File: src/sv/in_order_frame_reorder_buffer_macros.svh
// Assertion macros for the frame reorder buffer.
// Each macro takes a label, the clock, the active-low reset and two expressions.
`ifndef IN_ORDER_FRAME_REORDER_BUFFER_MACROS_SVH
`define IN_ORDER_FRAME_REORDER_BUFFER_MACROS_SVH

`ifndef ASSERT_OFF

// Same-cycle implication
`define OFRB_ASSERT_IMPLIES(label, ck, rn, pre, post) \
    label: assert property (@(posedge ck) disable iff (!rn) (pre) |-> (post)) \
        else $error("ofrb: same-cycle check failed");

// Next-cycle implication
`define OFRB_ASSERT_NEXT(label, ck, rn, pre, post) \
    label: assert property (@(posedge ck) disable iff (!rn) (pre) |=> (post)) \
        else $error("ofrb: next-cycle check failed");

`else

`define OFRB_ASSERT_IMPLIES(label, ck, rn, pre, post)
`define OFRB_ASSERT_NEXT(label, ck, rn, pre, post)

`endif

`endif

File: src/sv/ofrb_pkg.sv
`default_nettype none

package ofrb_pkg;

    // Field widths
    localparam int MODE_W    = 2;
    localparam int NUM_W     = 24;
    localparam int HANDLE_W  = 32;
    localparam int COUNT_W   = 25;
    localparam int KIND_W    = 2;
    localparam int CFG_IDX_W = 1;
    localparam int CFG_DATA_W = COUNT_W;

    // Defaults and limits
    localparam int WINDOW_DEPTH_DEFAULT = 32;
    localparam int MAX_RESULTS          = 32;

    // Input modes
    typedef enum logic [MODE_W-1:0] {
        MODE_ARRIVE = 2'd0,
        MODE_START  = 2'd1,
        MODE_STOP   = 2'd2
    } mode_t;

    // Result kinds
    typedef enum logic [KIND_W-1:0] {
        KIND_RELEASE = 2'd0,
        KIND_REJECT  = 2'd1,
        KIND_ACK     = 2'd2
    } kind_t;

    // Configuration register indexes
    typedef enum logic [CFG_IDX_W-1:0] {
        CFG_FIRST_FRAME  = 1'b0,
        CFG_FRAMES_TOTAL = 1'b1
    } cfg_idx_t;

endpackage

`default_nettype wire

File: src/sv/ofrb_arrival_if.sv
`default_nettype none

interface ofrb_arrival_if;
    logic                            valid;
    logic                            ready;
    logic [ofrb_pkg::MODE_W-1:0]     mode;
    logic [ofrb_pkg::NUM_W-1:0]      frame_number;
    logic [ofrb_pkg::HANDLE_W-1:0]   frame_handle;

    modport source (output valid, output mode, output frame_number, output frame_handle,
                    input ready);
    modport sink   (input valid, input mode, input frame_number, input frame_handle,
                    output ready);
endinterface

`default_nettype wire

File: src/sv/ofrb_result_if.sv
`default_nettype none

interface ofrb_result_if;
    logic                            valid;
    logic                            ready;
    logic [ofrb_pkg::KIND_W-1:0]     kind;
    logic [ofrb_pkg::NUM_W-1:0]      out_number;
    logic [ofrb_pkg::HANDLE_W-1:0]   out_handle;
    logic                            last_of_run;
    logic                            finished;

    modport source (output valid, output kind, output out_number, output out_handle,
                    output last_of_run, output finished, input ready);
    modport sink   (input valid, input kind, input out_number, input out_handle,
                    input last_of_run, input finished, output ready);
endinterface

`default_nettype wire

File: src/sv/in_order_frame_reorder_buffer.sv
// Channel    Role    Transfer when          Payload
// arrival    sink    valid & ready          mode, frame_number, frame_handle
// result     source  valid & ready          kind, out_number, out_handle, last_of_run, finished
// cfg        write   cfg_we high            cfg_index, cfg_data
//
// One item at a time. An arrival that releases nothing passes from S_IDLE through S_SCAN back to
// S_IDLE; one that releases frames alternates S_SCAN (read the handle memory at the expected slot)
// with S_READ (present the release). A stop or a rejection goes to S_EMIT; a start passes through
// S_MOD, which reduces first_frame modulo the window depth from its product with a reciprocal.
// Reset clears the window valid bits at once; the handle memory needs no clearing.
// A stall on the result side holds the sequencer; the output register frees the
// arrival side once its last result is loaded.
`default_nettype none

`include "in_order_frame_reorder_buffer_macros.svh"

module in_order_frame_reorder_buffer #(
    parameter int WINDOW_DEPTH = ofrb_pkg::WINDOW_DEPTH_DEFAULT
) (
    input  wire logic                              clk,
    input  wire logic                              rst_n,
    ofrb_arrival_if.sink                           arrival,
    ofrb_result_if.source                          result,
    input  wire logic                              cfg_we,
    input  wire logic [ofrb_pkg::CFG_IDX_W-1:0]    cfg_index,
    input  wire logic [ofrb_pkg::CFG_DATA_W-1:0]   cfg_data
);

    localparam int NUM_W    = ofrb_pkg::NUM_W;
    localparam int HANDLE_W = ofrb_pkg::HANDLE_W;
    localparam int COUNT_W  = ofrb_pkg::COUNT_W;
    localparam int SW       = $clog2(WINDOW_DEPTH);
    localparam int TW       = SW + 2;
    localparam int NW       = $clog2(ofrb_pkg::MAX_RESULTS);
    // Slot offset caused by the number wrapping at 2^NUM_W
    localparam int WRAP_REM = (1 << NUM_W) % WINDOW_DEPTH;
    localparam int WRAP_ADJ = WINDOW_DEPTH - WRAP_REM;
    // Reciprocal of the window depth, exact for every NUM_W-bit number
    localparam int MW       = NUM_W + 1;
    localparam int PW       = NUM_W + MW;
    localparam int QSH      = NUM_W + SW;
    localparam longint unsigned RECIP =
        ((64'd1 << QSH) + 64'(WINDOW_DEPTH) - 64'd1) / 64'(WINDOW_DEPTH);

    typedef enum logic [4:0] {
        S_IDLE = 5'b00001,
        S_MOD  = 5'b00010,
        S_EMIT = 5'b00100,
        S_SCAN = 5'b01000,
        S_READ = 5'b10000
    } state_t;

    // Control registers
    state_t                     state_reg, state_next;
    logic [NUM_W-1:0]           first_frame_reg, first_frame_next;
    logic [COUNT_W-1:0]         frames_total_reg, frames_total_next;
    logic                       active_reg, active_next;
    logic [NUM_W-1:0]           exp_reg, exp_next;
    logic [SW-1:0]              exp_slot_reg, exp_slot_next;
    logic [COUNT_W-1:0]         rel_reg, rel_next;
    logic [WINDOW_DEPTH-1:0]    valid_reg, valid_next;
    logic [NW-1:0]              burst_reg, burst_next;
    logic                       out_valid_reg, out_valid_next;

    // Payload registers
    ofrb_pkg::kind_t            pend_kind_reg, pend_kind_next;
    logic [NUM_W-1:0]           pend_number_reg, pend_number_next;
    logic [HANDLE_W-1:0]        pend_handle_reg, pend_handle_next;
    ofrb_pkg::kind_t            out_kind_reg, out_kind_next;
    logic [NUM_W-1:0]           out_number_reg, out_number_next;
    logic [HANDLE_W-1:0]        out_handle_reg, out_handle_next;
    logic                       out_last_reg, out_last_next;
    logic                       out_fin_reg, out_fin_next;
    logic [PW-1:0]              mod_prod_reg, mod_prod_next;

    // Datapath
    logic                       arr_accept;
    logic                       out_free;
    logic [NUM_W-1:0]           offset;
    logic                       in_window;
    logic                       num_wrapped;
    logic [TW-1:0]              slot_sum;
    logic [TW-1:0]              slot_red;
    logic [SW-1:0]              slot_idx;
    logic                       reject;
    logic [PW-1:0]              mod_prod;
    logic [SW:0]                mod_quot;
    logic [SW:0]                mod_rem;
    logic [COUNT_W-1:0]         rel_inc;
    logic                       rel_fin;
    logic [SW-1:0]              slot_inc;
    logic [WINDOW_DEPTH-1:0]    cur_mask;
    logic [WINDOW_DEPTH-1:0]    valid_left;
    logic                       rel_last;
    logic                       ram_we;
    logic [HANDLE_W-1:0]        ram_rdata;
    logic                       slot_in_range;

    assign arrival.ready = (state_reg == S_IDLE);
    assign arr_accept    = arrival.valid && arrival.ready;
    assign out_free      = !out_valid_reg || result.ready;

    // Locate the arrival slot relative to the expected slot
    assign offset      = arrival.frame_number - exp_reg;
    assign in_window   = offset < NUM_W'(WINDOW_DEPTH);
    assign num_wrapped = arrival.frame_number < exp_reg;
    assign slot_sum    = TW'(exp_slot_reg) + TW'(offset[SW-1:0])
                       + (num_wrapped ? TW'(WRAP_ADJ) : TW'(0));

    always_comb
    begin
        if (slot_sum >= TW'(2 * WINDOW_DEPTH))
        begin
            slot_red = slot_sum - TW'(2 * WINDOW_DEPTH);
        end
        else if (slot_sum >= TW'(WINDOW_DEPTH))
        begin
            slot_red = slot_sum - TW'(WINDOW_DEPTH);
        end
        else
        begin
            slot_red = slot_sum;
        end
    end

    assign slot_idx = slot_red[SW-1:0];
    assign reject   = !active_reg || !in_window || valid_reg[slot_idx];

    // Reduce first_frame modulo the window depth: quotient from the reciprocal product,
    // remainder from the low bits only
    assign mod_prod = PW'(first_frame_reg) * PW'(RECIP);
    assign mod_quot = mod_prod_reg[QSH +: SW+1];
    assign mod_rem  = exp_reg[SW:0] - (mod_quot * (SW+1)'(WINDOW_DEPTH));

    // Release of the frame in the expected slot
    assign rel_inc  = rel_reg + COUNT_W'(1);
    assign rel_fin  = (frames_total_reg != '0) && (rel_inc == frames_total_reg);
    assign slot_inc = (exp_reg == '1) ? '0 :
                      ((exp_slot_reg == SW'(WINDOW_DEPTH - 1)) ? '0 :
                       exp_slot_reg + SW'(1));
    assign cur_mask   = {{(WINDOW_DEPTH-1){1'b0}}, 1'b1} << exp_slot_reg;
    assign valid_left = valid_reg & ~cur_mask;
    assign rel_last   = rel_fin || (burst_reg == NW'(ofrb_pkg::MAX_RESULTS - 1))
                      || !valid_left[slot_inc];

    assign slot_in_range = {1'b0, exp_slot_reg} < (SW+1)'(WINDOW_DEPTH);

    assign ram_we = arr_accept && (arrival.mode == ofrb_pkg::MODE_ARRIVE) && !reject;

    ofrb_ram #(
        .WIDTH (HANDLE_W),
        .DEPTH (WINDOW_DEPTH)
    ) u_handle_ram (
        .clk   (clk),
        .we    (ram_we),
        .waddr (slot_idx),
        .wdata (arrival.frame_handle),
        .raddr (exp_slot_reg),
        .rdata (ram_rdata)
    );

    // Sequencer and window state
    always_comb
    begin
        state_next        = state_reg;
        first_frame_next  = first_frame_reg;
        frames_total_next = frames_total_reg;
        active_next       = active_reg;
        exp_next          = exp_reg;
        exp_slot_next     = exp_slot_reg;
        rel_next          = rel_reg;
        valid_next        = valid_reg;
        burst_next        = burst_reg;
        mod_prod_next     = mod_prod_reg;
        pend_kind_next    = pend_kind_reg;
        pend_number_next  = pend_number_reg;
        pend_handle_next  = pend_handle_reg;
        out_valid_next    = out_valid_reg && !result.ready;
        out_kind_next     = out_kind_reg;
        out_number_next   = out_number_reg;
        out_handle_next   = out_handle_reg;
        out_last_next     = out_last_reg;
        out_fin_next      = out_fin_reg;

        // Configuration writes
        if (cfg_we)
        begin
            unique case (cfg_index)
                ofrb_pkg::CFG_FIRST_FRAME:  first_frame_next  = cfg_data[NUM_W-1:0];
                ofrb_pkg::CFG_FRAMES_TOTAL: frames_total_next = cfg_data;
                default:                    first_frame_next  = first_frame_reg;
            endcase
        end

        unique case (state_reg)
            S_IDLE:
            begin
                if (arr_accept)
                begin
                    unique case (arrival.mode)
                        ofrb_pkg::MODE_START:
                        begin
                            active_next      = 1'b1;
                            valid_next       = '0;
                            exp_next         = first_frame_reg;
                            exp_slot_next    = '0;
                            rel_next         = '0;
                            mod_prod_next    = mod_prod;
                            pend_kind_next   = ofrb_pkg::KIND_ACK;
                            pend_number_next = '0;
                            pend_handle_next = '0;
                            state_next       = S_MOD;
                        end
                        ofrb_pkg::MODE_STOP:
                        begin
                            active_next      = 1'b0;
                            valid_next       = '0;
                            pend_kind_next   = ofrb_pkg::KIND_ACK;
                            pend_number_next = '0;
                            pend_handle_next = '0;
                            state_next       = S_EMIT;
                        end
                        ofrb_pkg::MODE_ARRIVE:
                        begin
                            if (reject)
                            begin
                                pend_kind_next   = ofrb_pkg::KIND_REJECT;
                                pend_number_next = arrival.frame_number;
                                pend_handle_next = arrival.frame_handle;
                                state_next       = S_EMIT;
                            end
                            else
                            begin
                                valid_next[slot_idx] = 1'b1;
                                burst_next           = '0;
                                state_next           = S_SCAN;
                            end
                        end
                        default:
                        begin
                            state_next = S_IDLE;
                        end
                    endcase
                end
            end
            S_MOD:
            begin
                exp_slot_next = mod_rem[SW-1:0];
                state_next    = S_EMIT;
            end
            S_EMIT:
            begin
                if (out_free)
                begin
                    out_valid_next  = 1'b1;
                    out_kind_next   = pend_kind_reg;
                    out_number_next = pend_number_reg;
                    out_handle_next = pend_handle_reg;
                    out_last_next   = 1'b1;
                    out_fin_next    = 1'b0;
                    state_next      = S_IDLE;
                end
            end
            S_SCAN:
            begin
                // Handle memory reads the expected slot this cycle
                state_next = valid_reg[exp_slot_reg] ? S_READ : S_IDLE;
            end
            S_READ:
            begin
                if (out_free)
                begin
                    out_valid_next  = 1'b1;
                    out_kind_next   = ofrb_pkg::KIND_RELEASE;
                    out_number_next = exp_reg;
                    out_handle_next = ram_rdata;
                    out_last_next   = rel_last;
                    out_fin_next    = rel_fin;
                    rel_next        = rel_inc;
                    exp_next        = exp_reg + NUM_W'(1);
                    exp_slot_next   = slot_inc;
                    burst_next      = burst_reg + NW'(1);
                    valid_next      = rel_fin ? '0 : valid_left;
                    if (rel_fin)
                    begin
                        active_next = 1'b0;
                    end
                    state_next = rel_last ? S_IDLE : S_SCAN;
                end
            end
            default:
            begin
                state_next = S_IDLE;
            end
        endcase
    end

    // Hold control state
    always_ff @(posedge clk or negedge rst_n)
    begin
        if (!rst_n)
        begin
            state_reg        <= S_IDLE;
            first_frame_reg  <= '0;
            frames_total_reg <= COUNT_W'(1);
            active_reg       <= 1'b0;
            exp_reg          <= '0;
            exp_slot_reg     <= '0;
            rel_reg          <= '0;
            valid_reg        <= '0;
            burst_reg        <= '0;
            out_valid_reg    <= 1'b0;
        end
        else
        begin
            state_reg        <= state_next;
            first_frame_reg  <= first_frame_next;
            frames_total_reg <= frames_total_next;
            active_reg       <= active_next;
            exp_reg          <= exp_next;
            exp_slot_reg     <= exp_slot_next;
            rel_reg          <= rel_next;
            valid_reg        <= valid_next;
            burst_reg        <= burst_next;
            out_valid_reg    <= out_valid_next;
        end
    end

    // Hold payload
    always_ff @(posedge clk)
    begin
        pend_kind_reg   <= pend_kind_next;
        pend_number_reg <= pend_number_next;
        pend_handle_reg <= pend_handle_next;
        out_kind_reg    <= out_kind_next;
        out_number_reg  <= out_number_next;
        out_handle_reg  <= out_handle_next;
        out_last_reg    <= out_last_next;
        out_fin_reg     <= out_fin_next;
        mod_prod_reg    <= mod_prod_next;
    end

    // Drive the result transfer
    assign result.valid       = out_valid_reg;
    assign result.kind        = out_kind_reg;
    assign result.out_number  = out_number_reg;
    assign result.out_handle  = out_handle_reg;
    assign result.last_of_run = out_last_reg;
    assign result.finished    = out_fin_reg;

    `OFRB_ASSERT_IMPLIES(a_fin_is_last, clk, rst_n, out_valid_reg && out_fin_reg, out_last_reg)
    `OFRB_ASSERT_IMPLIES(a_read_slot_valid, clk, rst_n, state_reg == S_READ, valid_reg[exp_slot_reg])
    `OFRB_ASSERT_NEXT(a_finish_clears, clk, rst_n, state_reg == S_READ && out_free && rel_fin, !active_reg && valid_reg == '0)
    `OFRB_ASSERT_IMPLIES(a_slot_in_range, clk, rst_n, active_reg, slot_in_range)

endmodule

`default_nettype wire

File: src/sv/ofrb_ram.sv
`default_nettype none

module ofrb_ram #(
    parameter int WIDTH = 32,
    parameter int DEPTH = 32
) (
    input  wire logic                     clk,
    input  wire logic                     we,
    input  wire logic [$clog2(DEPTH)-1:0] waddr,
    input  wire logic [WIDTH-1:0]         wdata,
    input  wire logic [$clog2(DEPTH)-1:0] raddr,
    output      logic [WIDTH-1:0]         rdata
);

    logic [WIDTH-1:0] mem [DEPTH];

    // Write port
    always_ff @(posedge clk)
    begin
        if (we)
        begin
            mem[waddr] <= wdata;
        end
    end

    // Registered read port
    always_ff @(posedge clk)
    begin
        rdata <= mem[raddr];
    end

endmodule

`default_nettype wire
File: src/flat_wrapper.sv
// flat-port wrapper written by rule: the top's interface ports become plain ports
module in_order_frame_reorder_buffer_flat 
#(
    parameter int WINDOW_DEPTH = ofrb_pkg::WINDOW_DEPTH_DEFAULT
)
  (clk, rst_n, cfg_we, cfg_index, cfg_data, arrival_valid, arrival_mode, arrival_frame_number, arrival_frame_handle, arrival_ready, result_valid, result_kind, result_out_number, result_out_handle, result_last_of_run, result_finished, result_ready);
  ofrb_arrival_if arrival_i ();
  ofrb_result_if result_i ();
  input  wire logic clk;
  input  wire logic rst_n;
  input  wire logic cfg_we;
  input  wire logic [ofrb_pkg::CFG_IDX_W-1:0] cfg_index;
  input  wire logic [ofrb_pkg::CFG_DATA_W-1:0] cfg_data;
  input wire logic [$bits(arrival_i.valid)-1:0] arrival_valid;
  input wire logic [$bits(arrival_i.mode)-1:0] arrival_mode;
  input wire logic [$bits(arrival_i.frame_number)-1:0] arrival_frame_number;
  input wire logic [$bits(arrival_i.frame_handle)-1:0] arrival_frame_handle;
  output wire logic [$bits(arrival_i.ready)-1:0] arrival_ready;
  output wire logic [$bits(result_i.valid)-1:0] result_valid;
  output wire logic [$bits(result_i.kind)-1:0] result_kind;
  output wire logic [$bits(result_i.out_number)-1:0] result_out_number;
  output wire logic [$bits(result_i.out_handle)-1:0] result_out_handle;
  output wire logic [$bits(result_i.last_of_run)-1:0] result_last_of_run;
  output wire logic [$bits(result_i.finished)-1:0] result_finished;
  input wire logic [$bits(result_i.ready)-1:0] result_ready;
  assign arrival_i.valid = arrival_valid;
  assign arrival_i.mode = arrival_mode;
  assign arrival_i.frame_number = arrival_frame_number;
  assign arrival_i.frame_handle = arrival_frame_handle;
  assign arrival_ready = arrival_i.ready;
  assign result_valid = result_i.valid;
  assign result_kind = result_i.kind;
  assign result_out_number = result_i.out_number;
  assign result_out_handle = result_i.out_handle;
  assign result_last_of_run = result_i.last_of_run;
  assign result_finished = result_i.finished;
  assign result_i.ready = result_ready;
  in_order_frame_reorder_buffer #(.WINDOW_DEPTH(WINDOW_DEPTH)) u_core (.clk(clk), .rst_n(rst_n), .arrival(arrival_i), .result(result_i), .cfg_we(cfg_we), .cfg_index(cfg_index), .cfg_data(cfg_data));
endmodule
File: config.mk
export PLATFORM = sky130hd
export DESIGN_NAME = in_order_frame_reorder_buffer_flat
export DESIGN_NICKNAME = d
export VERILOG_FILES = /design/src/sv/ofrb_pkg.sv /design/src/sv/ofrb_arrival_if.sv /design/src/sv/ofrb_result_if.sv /design/src/sv/in_order_frame_reorder_buffer.sv /design/src/sv/ofrb_ram.sv /design/src/flat_wrapper.sv
export VERILOG_INCLUDE_DIRS = /design/src /design/src/sv
export SDC_FILE = /design/constraint.sdc
export NUM_CORES = 2
export LEC_CHECK = 0
export BUFFER_PORTS_ARGS = -buffer_cell sky130_fd_sc_hd__buf_2
export CORE_ASPECT_RATIO = 0.5
export CORE_MARGIN = 3
export CORE_UTILIZATION = 41
export CTS_BUF_LIST = sky130_fd_sc_hd__clkbuf_8
export DETAILED_ROUTE_END_ITERATION = 6
export PLACE_DENSITY = 0.6
export RECOVER_POWER = 50
export SKIP_CTS_REPAIR_TIMING = 1
export SLEW_MARGIN = 20
export SYNTH_ARGS = -nofsm -noshare
export SYNTH_HDL_FRONTEND = slang
export SYNTH_HIERARCHICAL = 1
export SYNTH_SLANG_ARGS = --single-unit
File: constraint.sdc
create_clock -name clk -period 7.16 [get_ports clk]
set_input_delay 1.432 -clock clk [delete_from_list [all_inputs] [get_ports clk]]
set_output_delay 1.432 -clock clk [all_outputs]
set_load 0.02 [all_outputs]
==> results.txt <==
At the pin with the least slew margin, the transition time is 4.21 ns. The amount of wire on met2 after detailed routing is 70,600 um. The DRC marker count from the first detailed-route iteration is 3,710. After clock tree synthesis, the clock-pin slew on the worst setup and hold paths is 0.06 ns.

The x dimension of the die came out at 530 um. The number of flip-flops under the largest register name is 1,024. The number of antenna violations at the first check in global routing came out at 7. The detailed placer's ending HPWL is 95,300 um. The total track usage is 0.215. The total CTS buffers is 188. The worst hold path belongs to the class register to register. The count of flip-flops with a built-in enable after synthesis is 1,142. The area of the die came out at 142,000 um^2. The final reports fail on max-capacitance violations, max-slew violations. The count of boundary I/O pins is 151.

The length in cells of the worst reg-to-reg path is 4. The number of iterations in the first detailed-routing pass is 7. After synthesis, the share of flip-flops with an asynchronous set or reset is 0.111.

The total of fill cells in the finished design is 11.9k. The final critical-path share of the clock period is 0.877. Among all stages on the critical path, the largest delay is contributed by clkbuf_1. The post-detailed-route count of antenna-violating nets is 0. Across the run, the number of max-cap violations was 38.

The share of layout cells above drive strength 1 came out at 0.133. Summed over all layers, the global routing overflow is 0. Port buffering added 150 buffers.

The buffer and inverter count on the worst path is 1. The number of endpoints failing setup at the final stage came out at 0. The area used by sequential logic in the layout came out at 38,600 um^2.

The area growth from synthesis to final layout came out at 11.8%. The critical path is of the register to register type. The signal on the critical path passes through nor2_1 > nand3_1 > clkbuf_1 > o21ai_0. The launching element type of the critical path is a register. The leakage dissipation came out at 22.4 nW. The netlist uses 87 different library cells. The critical path crosses 4 cells after its start point. The global-route wire length before repair came out at 228,000 um. The final worst hold slack is 0.496 ns. The highest layer touched by signal routing is met5. For the final database, setup skew stands at 0.0677 ns. Entering global routing, the biggest net connects 132 pins.

The routed length per instance came out at 25.3 um. The number of global-route vias before repair is 34.5k. For this run, the top clock speed supported by timing is 159 MHz. The later-pin clock latency in the skew report is 0.95 ns. TritonCTS built the clock tree.

The maximum VDD drop came out at 0.380 mV. The proportion of synthesized chip area in sequential cells came out at 0.686. The total length of routed met3 wires is 10,900 um.

The number of cells produced by synthesis came out at 3,929. The worst setup path is captured at a register. The run finished, with violations left. The most instantiated flip-flop cell in the synthesis netlist is edfxtp_1. The weighted congestion at the end of routability-driven global placement came out at 0.871. The number of vias in the routed layout came out at 34.7k. The number of nets in the synthesized netlist is 4,063.

The register with the most flip-flops is u_core/u_handle_ram/mem. The number of warnings reported in the yosys synthesis log came out at 6. The floorplan step defined a core boundary enclosing 135,000 um^2. Data arrives at the worst endpoint at 6.70 ns. The total negative slack for setup checks came out at 0 ns. The cell chosen for the clock root is clkbuf_8. Setup repair after global routing left no endpoint under its margin. The detail-routed via count per cell is 5.70. The cell depth of the worst hold path is 2. The count of final max-slew check failures came out at 1,385. The final layout contains 4,268 nets. The sum of routed wire segments on met1 is 69,600 um. The total length of routed wires came out at 154,000 um.

The clock net sink count is 1,321. The areal power density over the cells came out at 352 nW/um^2. The starting density of the core is 0.416.

For the worst setup path, the data required time is 7.57 ns. The number of remaining DRC errors came out at 0. The number of synthesized register bits is 1,321.

Measured against its own limit, the worst slew margin works out to -1.80. The worst stage delay on the critical path is 3.04 ns. The standard-cell row count is 95. The die height is 268 um. The critical path's top delay family is buffers and inverters. The multi-input gate area in the final layout is 16,500 um^2.

The number of H-tree branching levels is 4. The cell area after technology mapping came out at 56,300 um^2. The final-report hold violation count was 0. A synthesized cell averages 14.3 um^2.

The maximum fanout count along the critical path is 93. The shortest clock period the worst path allows after layout came out at 6.28 ns. The maximum clock path buffer count is 3.
==> synthesized netlist by cell type, types with 18 or more instances <==
cell	count	area share
edfxtp_1	1142	0.61
mux2i_1	534	0.095
nand2_1	372	0.025
a21oi_1	190	0.017
nand3_1	150	0.013
dfrtp_1	145	0.064
a22oi_1	124	0.017
clkbuf_1	117	0.0078
nor2_1	113	0.0075
o21ai_0	111	0.0099
inv_1	82	0.0055
a22o_1	67	0.010
and2_1	63	0.0070
nor3_1	59	0.0052
mux2_2	54	0.011
a31oi_1	49	0.0054
ha_1	43	0.0096
buf_2	38	0.0034
buf_4	35	0.0047
o2111ai_1	33	0.0051
dfxtp_1	32	0.011
xnor2_1	29	0.0045
xor2_1	23	0.0036
nor4_1	22	0.0024
o22ai_1	22	0.0024
nand4_1	21	0.0023
o31ai_1	20	0.0027
buf_6	18	0.0036
==> cell usage in the layout, fill, tap and decap left out, types with 29 or more instances in the layout <==
cell | Yosys | routed
nand2_1 | 372 | 371
buf_2 | 38 | 114
clkinv_1 | 1 | 30
nor2_1 | 113 | 79
clkbuf_1 | 117 | 39
inv_1 | 82 | 161
a31oi_1 | 49 | 49
o21ai_0 | 111 | 112
ha_1 | 43 | 43
a22oi_1 | 124 | 124
nand3_1 | 150 | 150
mux2i_1 | 534 | 534
buf_4 | 35 | 61
mux2_2 | 54 | 54
dfrtp_1 | 145 | 144
o2111ai_1 | 33 | 33
nor2_4 | 0 | 34
clkbuf_8 | 0 | 201
and2_1 | 63 | 48
a22o_1 | 67 | 67
nor3_1 | 59 | 58
edfxtp_1 | 1142 | 1142
dfxtp_1 | 32 | 32
xnor2_1 | 29 | 29
a21oi_1 | 190 | 190
==> layout make-up <==
class,instances,share of cell area
inverter,83,0.00495
antenna,10,0.000398
sequential,1321,0.614
tap,1794,0.0357
clock inverter,143,0.0130
timing repair buffer,237,0.0259
multi-input combinational,2303,0.262
clock buffer,201,0.0440
==> worst paths after layout <==
check	startpoint	end	slack, ns
worst max-delay path	u_core/state_reg[2]$_DFFE_PN0P_	u_core/result.out_number[5]$_DFFE_PP_	0.88
worst min-delay path	u_core/u_handle_ram/rdata[21]$_DFF_P_	u_core/result.out_handle[21]$_DFFE_PP_	0.50
worst max register to register	u_core/state_reg[2]$_DFFE_PN0P_	u_core/result.out_number[5]$_DFFE_PP_	0.88
worst min register to register	u_core/u_handle_ram/rdata[21]$_DFF_P_	u_core/result.out_handle[21]$_DFFE_PP_	0.50
max in group asynchronous	rst_n	u_core/first_frame_reg[18]$_DFFE_PN0P_	2.85
min in group asynchronous	rst_n	u_core/exp_slot_reg[4]$_DFFE_PN0P_	0.58
==> metrics by stage <==
step	total power, mW	setup WS (ns)	utilization	area, um^2	cells
final	22.1	0.879	0.465	62900	6092
after global placement	16.4	0.427	0.439	59400	5738
after CTS	22.2	1.31	0.466	63000	6082
after global routing	23.2	0.465	0.465	62900	6083
after floorplan	13.9	0.0604	-	56300	3929
after detailed placement	16.4	0.340	0.439	59400	5738
==> kinds of logic after synthesis <==
group,share of synthesized area
adder cells (fa/ha/maj),0.0103
XOR/XNOR,0.00838
AO/OA/AOI/OAI,0.0837
multiplexers,0.111
AND/OR/NAND/NOR,0.0749
buffers and inverters,0.0261
flip-flops,0.686
==> worst min-delay path, delay by kind of cell, from the launching register on <==
| family | cells | cell delay, ns |
|---|---|---|
| flip-flops | 1 | 0.31 |
| AND/OR/NAND/NOR | 2 | 0.09 |
==> metal layers <==
layer  track usage  up-vias
met3        0.0402      218
met2         0.335     1276
met1         0.311    17700
met5             0        -
met4        0.0586        4
li1              -    15500
==> power breakdown <==
group | switching, mW | internal [mW] | leakage (nW)
logic | 4.89 | 2.44 | 7.85
registers | 0.310 | 8.76 | 12.4
clock network | 2.98 | 2.74 | 2.12
(Power assumes the default switching activity.)
